===== src/sv/bda_pkg.sv =====
`timescale 1ns / 1ps

package bda_pkg;

   // fixed widths of the debounce core
   localparam int HIST_W        = 8;
   localparam int COUNT_W       = 4;
   localparam int TIME_W        = 32;
   localparam int WINDOW_W      = 21;
   localparam int TIMEOUT_W     = 8;
   localparam int WINDOW_STEP_MS = 5000;

   // request kind carried in tuser
   typedef enum logic {
      OP_TICK = 1'b0,
      OP_WAKE = 1'b1
   } bda_op_type;

   // per-button findings handed to the merge stage
   typedef struct packed {
      logic fired;
      logic latched;
      logic active;
   } bda_lane_out_type;

   // number of set bits in a history byte
   function automatic logic [COUNT_W-1:0] ones_in(input logic [HIST_W-1:0] v);
      logic [COUNT_W-1:0] n;
      n = '0;
      for (int k = 0; k < HIST_W; k++) begin
         n = n + COUNT_W'(v[k]);
      end
      return n;
   endfunction

endpackage


===== src/sv/bda_lane.sv =====
`timescale 1ns / 1ps

module bda_lane
   import bda_pkg::*;
#(
   parameter int PRESS_THRESHOLD   = 4,
   parameter int RELEASE_THRESHOLD = 4
) (
   input  logic                  clock,
   input  logic                  reset,
   input  logic                  en,
   input  logic                  wake,
   input  logic                  pressed,
   input  logic                  accepts,
   input  logic [TIME_W-1:0]     now_ms,
   input  logic [WINDOW_W-1:0]   window,
   output bda_lane_out_type      lane_out
);

   logic [HIST_W-1:0]  hist_ff, hist_in;
   logic               rec_ff, rec_in;
   logic               done_ff, done_in;
   logic [TIME_W-1:0]  pt_ff, pt_in;
   logic [HIST_W-1:0]  h_shift;
   logic [COUNT_W-1:0] ones;
   logic               fired;
   logic [TIME_W-1:0]  age;

   assign h_shift = {hist_ff[HIST_W-2:0], pressed};
   assign ones    = ones_in(h_shift);

   // debounce and one-shot flag update
   always_comb begin
      hist_in = h_shift;
      rec_in  = rec_ff;
      done_in = done_ff;
      pt_in   = pt_ff;
      fired   = 1'b0;
      if (wake) begin
         hist_in = HIST_W'(PRESS_THRESHOLD);
         rec_in  = 1'b1;
         done_in = 1'b1;
         pt_in   = now_ms;
      end else if (pressed) begin
         if (ones >= COUNT_W'(PRESS_THRESHOLD)) begin
            if (!rec_ff) begin
               pt_in  = now_ms;
               rec_in = 1'b1;
            end
            if (!done_ff && accepts) begin
               done_in = 1'b1;
               fired   = 1'b1;
            end
         end
      end else if (ones <= COUNT_W'(RELEASE_THRESHOLD)) begin
         rec_in  = 1'b0;
         done_in = 1'b0;
      end
   end

   // activity against the updated press time
   assign age              = now_ms - pt_in;
   assign lane_out.fired   = fired;
   assign lane_out.latched = rec_in;
   assign lane_out.active  = age < TIME_W'(window);

   // per-button state
   always_ff @(posedge clock) begin
      if (reset) begin
         hist_ff <= '0;
         rec_ff  <= 1'b0;
         done_ff <= 1'b0;
         pt_ff   <= '0;
      end else if (en) begin
         hist_ff <= hist_in;
         rec_ff  <= rec_in;
         done_ff <= done_in;
         pt_ff   <= pt_in;
      end
   end

endmodule


===== src/sv/bda_merge.sv =====
`timescale 1ns / 1ps

module bda_merge
   import bda_pkg::*;
#(
   parameter int NUM_BUTTONS = 3
) (
   input  logic                     clock,
   input  logic                     reset,
   input  logic                     in_accept,
   input  logic                     window_zero,
   input  bda_lane_out_type         lane_res [NUM_BUTTONS],
   output logic                     ready,
   output logic                     rsp_tvalid,
   input  logic                     rsp_tready,
   output logic [((2*NUM_BUTTONS+1+7)/8)*8-1:0] rsp_tdata
);

   localparam int RSP_W = ((2*NUM_BUTTONS+1+7)/8)*8;

   logic [NUM_BUTTONS-1:0] fired_v;
   logic [NUM_BUTTONS-1:0] latched_v;
   logic [NUM_BUTTONS-1:0] active_v;
   logic                   active;
   logic                   valid_ff, valid_in;
   logic [RSP_W-1:0]       data_ff;

   // gather lane bits and combine activity
   always_comb begin
      for (int i = 0; i < NUM_BUTTONS; i++) begin
         fired_v[i]   = lane_res[i].fired;
         latched_v[i] = lane_res[i].latched;
         active_v[i]  = lane_res[i].active;
      end
   end

   assign active = window_zero || (|active_v);

   // output register, refilled while the old request drains
   assign ready    = !valid_ff || rsp_tready;
   assign valid_in = in_accept || (valid_ff && !rsp_tready);

   always_ff @(posedge clock) begin
      if (reset) begin
         valid_ff <= 1'b0;
      end else begin
         valid_ff <= valid_in;
      end
   end

   always_ff @(posedge clock) begin
      if (in_accept) begin
         data_ff <= RSP_W'({active, latched_v, fired_v});
      end
   end

   assign rsp_tvalid = valid_ff;
   assign rsp_tdata  = data_ff;

endmodule


===== src/sv/button_debounce_activity.sv =====
`timescale 1ns / 1ps
// channel   direction  ports                              contents (lowest bit up)
// req       in         req_tvalid/tready/tdata/tuser      raw_pressed, handler_accepts, now_ms
// rsp       out        rsp_tvalid/tready/tdata            fired, press_latched, active
// csr       in         csr_wen/csr_wdata                  sleep_timeout
//
// one request per cycle unless a held result meets a low rsp_tready; each button lane updates
// its state in the accept cycle and the result sits in the output register on the next cycle.
// the window register is loaded from a small multiply on every csr write.
// reset is synchronous and clears all button state, the window and rsp_tvalid.
// req_tready drops only while a result is held and rsp_tready is low.

module button_debounce_activity
   import bda_pkg::*;
#(
   parameter int NUM_BUTTONS       = 3,
   parameter int PRESS_THRESHOLD   = 4,
   parameter int RELEASE_THRESHOLD = 4
) (
   input  logic                     clock,
   input  logic                     reset,
   input  logic                     req_tvalid,
   output logic                     req_tready,
   // raw_pressed, handler_accepts, now_ms, zero fill
   input  logic [((2*NUM_BUTTONS+TIME_W+7)/8)*8-1:0] req_tdata,
   // op
   input  logic                     req_tuser,
   output logic                     rsp_tvalid,
   input  logic                     rsp_tready,
   // fired, press_latched, active, zero fill
   output logic [((2*NUM_BUTTONS+1+7)/8)*8-1:0] rsp_tdata,
   input  logic                     csr_wen,
   input  logic [TIMEOUT_W-1:0]     csr_wdata
);

   localparam int NOW_LO = 2*NUM_BUTTONS;

   logic                   accept;
   logic                   wake;
   logic [NUM_BUTTONS-1:0] raw_pressed;
   logic [NUM_BUTTONS-1:0] handler_accepts;
   logic [TIME_W-1:0]      now_ms;
   logic [WINDOW_W-1:0]    window_ff;
   bda_lane_out_type       lane_res [NUM_BUTTONS];

   // request unpacking
   assign accept          = req_tvalid && req_tready;
   assign wake            = bda_op_type'(req_tuser) == OP_WAKE;
   assign raw_pressed     = req_tdata[NUM_BUTTONS-1:0];
   assign handler_accepts = req_tdata[2*NUM_BUTTONS-1:NUM_BUTTONS];
   assign now_ms          = req_tdata[NOW_LO+TIME_W-1:NOW_LO];

   // activity window in ms
   always_ff @(posedge clock) begin
      if (reset) begin
         window_ff <= '0;
      end else if (csr_wen) begin
         window_ff <= WINDOW_W'(csr_wdata) * WINDOW_W'(WINDOW_STEP_MS);
      end
   end

   // one lane per button
   for (genvar g = 0; g < NUM_BUTTONS; g++) begin : g_lane
      bda_lane #(
         .PRESS_THRESHOLD   (PRESS_THRESHOLD),
         .RELEASE_THRESHOLD (RELEASE_THRESHOLD)
      ) u_lane (
         .clock    (clock),
         .reset    (reset),
         .en       (accept),
         .wake     (wake),
         .pressed  (raw_pressed[g]),
         .accepts  (handler_accepts[g]),
         .now_ms   (now_ms),
         .window   (window_ff),
         .lane_out (lane_res[g])
      );
   end

   // merge and output register
   bda_merge #(
      .NUM_BUTTONS (NUM_BUTTONS)
   ) u_merge (
      .clock       (clock),
      .reset       (reset),
      .in_accept   (accept),
      .window_zero (window_ff == '0),
      .lane_res    (lane_res),
      .ready       (req_tready),
      .rsp_tvalid  (rsp_tvalid),
      .rsp_tready  (rsp_tready),
      .rsp_tdata   (rsp_tdata)
   );

endmodule

===== config.mk =====
export PLATFORM = sky130hd
export DESIGN_NAME = button_debounce_activity
export DESIGN_NICKNAME = d
export VERILOG_FILES = /design/src/sv/bda_pkg.sv /design/src/sv/bda_lane.sv /design/src/sv/bda_merge.sv /design/src/sv/button_debounce_activity.sv
export SDC_FILE = /design/constraint.sdc
export NUM_CORES = 1
export LEC_CHECK = 0
export ABC_AREA = 1
export BUFFER_PORTS_ARGS = -buffer_cell sky130_fd_sc_hd__buf_2
export CORE_ASPECT_RATIO = 1.5
export CORE_MARGIN = 4
export CORE_UTILIZATION = 32
export DETAILED_ROUTE_END_ITERATION = 7
export SKIP_CTS_REPAIR_TIMING = 1
export SKIP_LAST_GASP = 1
export SYNTH_ARGS = -nofsm -noshare
export SYNTH_HDL_FRONTEND = slang
export SYNTH_SLANG_ARGS = --single-unit

===== constraint.sdc =====
create_clock -name clock -period 10.55 [get_ports clock]
set_input_delay 3.165 -clock clock [delete_from_list [all_inputs] [get_ports clock]]
set_output_delay 3.165 -clock clock [all_outputs]
set_load 0.01 [all_outputs]

==> flow_metrics.env <==
export IMPL_status="completed"
export IMPL_synth_ff_latch_count=149
export IMPL_antenna_found_initial=3
export IMPL_fill_cells=5005
export IMPL_via_per_inst=5.180
export IMPL_yosysMostFrequentCell="nand2_1"
export IMPL_setup_violations=0
export IMPL_async_reset_ff_share_pct=0
export IMPL_worstSetupEndpointType="flip-flop"
export IMPL_drc=0
export IMPL_r2r_start="g_lane[2].u_lane.hist_ff[0]"
export IMPL_hold_class="reg -> reg"
export IMPL_relSlewSlack_pct=29.91
export IMPL_cts_sinks=149
export IMPL_synth_area_leaders="dfxtp_1 19%, ha_1 16%, nand2_1 9.9%"
export IMPL_yosysWarnings=0
export IMPL_drv_slew=0
export IMPL_clkLatencyLatePin_ps=470
export IMPL_clk_root_buffer_cell="clkbuf_16"
export IMPL_synthDistinctLibCells=47
export IMPL_synth_enable_flop_cells=7
export IMPL_grt_start_max_net_pins=127
export IMPL_ys_seq_area_share_pct=20.53
export IMPL_drt_pass1_iter_count=5
export IMPL_cp_start_kind="primary input"
export IMPL_fmax_mhz=107.5
export IMPL_coreArea_um2=45880
export IMPL_cap_viol_max_count=0
export IMPL_io_pins=64
export IMPL_cts_inserted_buffers=17
export IMPL_critPathLaunch="req_tdata[2]"
export IMPL_finalSetupTns_ps=0
export IMPL_max_vdd_ir_drop_uv=113.1
export IMPL_die_h_um=272.0
export IMPL_worstPathArrival_ps=9600
export IMPL_clk_pin_slew_ps=80
export IMPL_gp_congestion=0.9548
export IMPL_worst_slew_pin_slew_ps=1051
export IMPL_start_util_pct=32.41
export IMPL_synth_main_ff_cell="dfxtp_1"
export IMPL_port_buffers=60
export IMPL_synthesis_nets=2442
export IMPL_rsz0062_at_grt="false"
export IMPL_finalCritPeriodShare_pct=88.19
export IMPL_design_power_total_uw=2465
export IMPL_cellLeakagePower_uw=0.007774
export IMPL_rows=96
export IMPL_postSynthCellCount=2173
export IMPL_slowest_stage="fa_1"
export IMPL_required_ps=10850
export IMPL_skew_ps=22.13
export IMPL_synth_common_cells="392 x nand2_1, 307 x inv_1, 262 x a21oi_1"
export IMPL_period_needed_ps=9304
export IMPL_first_global_vias=14690
export IMPL_ant_nets=0
export IMPL_htreeDepth=4
export IMPL_cts_tree="done"
export IMPL_nNetsFinal=2469
export IMPL_syn_to_final_growth_pct=10.01
export IMPL_wl_per_cell_um=16.39
export IMPL_syn_area_um2=14870
export IMPL_grt_pass1_wl_mm=73.04
export IMPL_hpwl_mm=38.11
export IMPL_hold_viol=0
export IMPL_worstHoldStart="g_lane[2].u_lane.pt_ff[0]"
export IMPL_yosys_area_top_type_share_pct=19.12
export IMPL_drt_iter0_markers=810
export IMPL_dieArea_um2=50050
export IMPL_path_class="in -> reg"
export IMPL_wirelength_mm=45.96
export IMPL_cp_max_fo=26
export IMPL_finalHoldWorstSlack_ps=459.7
export IMPL_p_per_area_nw_per_um2=150.7
export IMPL_die_w_um=184.0
export IMPL_grt_usage_pct=18.25
export IMPL_grt_ovfl_total=0
export IMPL_syn_area_per_cell_um2=6.843
export IMPL_dr_total_vias=14530
export IMPL_drive_gt1_share_pct=5.648
export IMPL_crit_path_frequent_cell="nand2_1"
export IMPL_clock_path_buffers=2
export IMPL_critPathMaxStageDelay_ps=560
export IMPL_synth_top_cell_by_area="dfxtp_1"
routing by layer:
metal / routed length (um) / vias to the layer above / GRT usage, %
li1: - / 7442 / -
met1: 17830 / 6725 / 19.15
met2: 24630 / 249 / 35.15
met3: 1112 / 109 / 1.750
met4: 2390 / 0 / 9.657
met5: 0 / - / 0
layout by cell type, fill, tap and decap left out, drive strengths merged:
cell type and instances:
nand2 402, inv 319, a21oi 263, ha 191, o21ai 183, nor2 163, dfxtp 142, nand3 79
mux2i 75, buf 69, xor2 50, a31oi 39, nor3 34, o211ai 26, a211oi 24, fa 24
xnor2 19, clkbuf 17, nand3b 13, a21o 12, nor4 11, o21a 10, nand4 9, o21bai 8
edfxtp 7, clkinv 5, and3 4, diode 3, a2111oi 3, or2 3, o311ai 2, a221oi 2
a21boi 1, o221ai 1, o221a 1, conb 1, clkinvlp 1
power breakdown:
part / internal, uW / switching [uW] / leakage [uW]
sequential: 618 / 23.7 / 0.00125
clock: 319 / 306 / 0.000289
combinational: 440 / 758 / 0.00624
total: 1380 / 1090 / 0.00777
registers in the layout, summed over array words and instances (netlist names):
signal and count:
g_lane.u_lane.hist_ff 21, u_merge.rsp_tvalid 1, g_lane.u_lane.pt_ff 96, u_merge.rsp_tdata 7
window_ff 18, g_lane.u_lane.rec_ff 3, g_lane.u_lane.done_ff 3
area by class of cell:
class	count	area, um^2	area share [%]
multi-input cells	1653	10430	63.78
well taps	588	735.7	4.497
inverters	310	1169	7.143
clock inverters	15	167.7	1.025
diodes	3	7.507	0.04589
clock buffers	17	425.4	2.600
repair buffers	69	367.9	2.249
flip-flops and latches	149	3053	18.66
per-stage QoR:
step | instances | area, um^2 | utilization (%) | setup slack [ps]
floorplan | 2173 | 14870 | - | 1816
global placement | 2769 | 15760 | 34.35 | 862.8
detailed placement | 2769 | 15760 | 34.35 | 778.1
CTS | 2801 | 16350 | 35.64 | 1237
global route | 2804 | 16360 | 35.65 | 523.2
finish | 2804 | 16360 | 35.65 | 1246
final timing paths:
| path | to | slack, ps | cells past startpoint |
|---|---|---|---|
| worst max-delay path | u_merge.rsp_tdata[6] | 1250 | 36 |
| worst min-delay path | g_lane[2].u_lane.pt_ff[0] | 460 | 2 |
| worst min register to register | g_lane[2].u_lane.pt_ff[0] | 460 | 2 |
| worst max register to register | u_merge.rsp_tdata[6] | 3730 | 35 |
logic make-up (layout without fill, tap and decap cells):
kind of cell	Yosys count	after routing	synth area share, %
compound gates	575	575	21.34
xor+xnor	69	69	4.064
fa+ha+maj	215	215	19.30
buf+inv	371	411	9.533
flops	149	149	20.53
mux	75	75	5.048
other cells	1	4	0.02522
simple gates	718	718	20.16
critical path, delay by kind of cell:
kind / cells / cell delay, ps
adder cells (fa/ha/maj): 7 / 2670
multiplexers: 1 / 190
AO/OA/AOI/OAI: 4 / 970
AND/OR/NAND/NOR: 15 / 1450
XOR/XNOR: 1 / 200
buffers and inverters: 8 / 920
No activity file was read; power rests on OpenSTA's default activity.
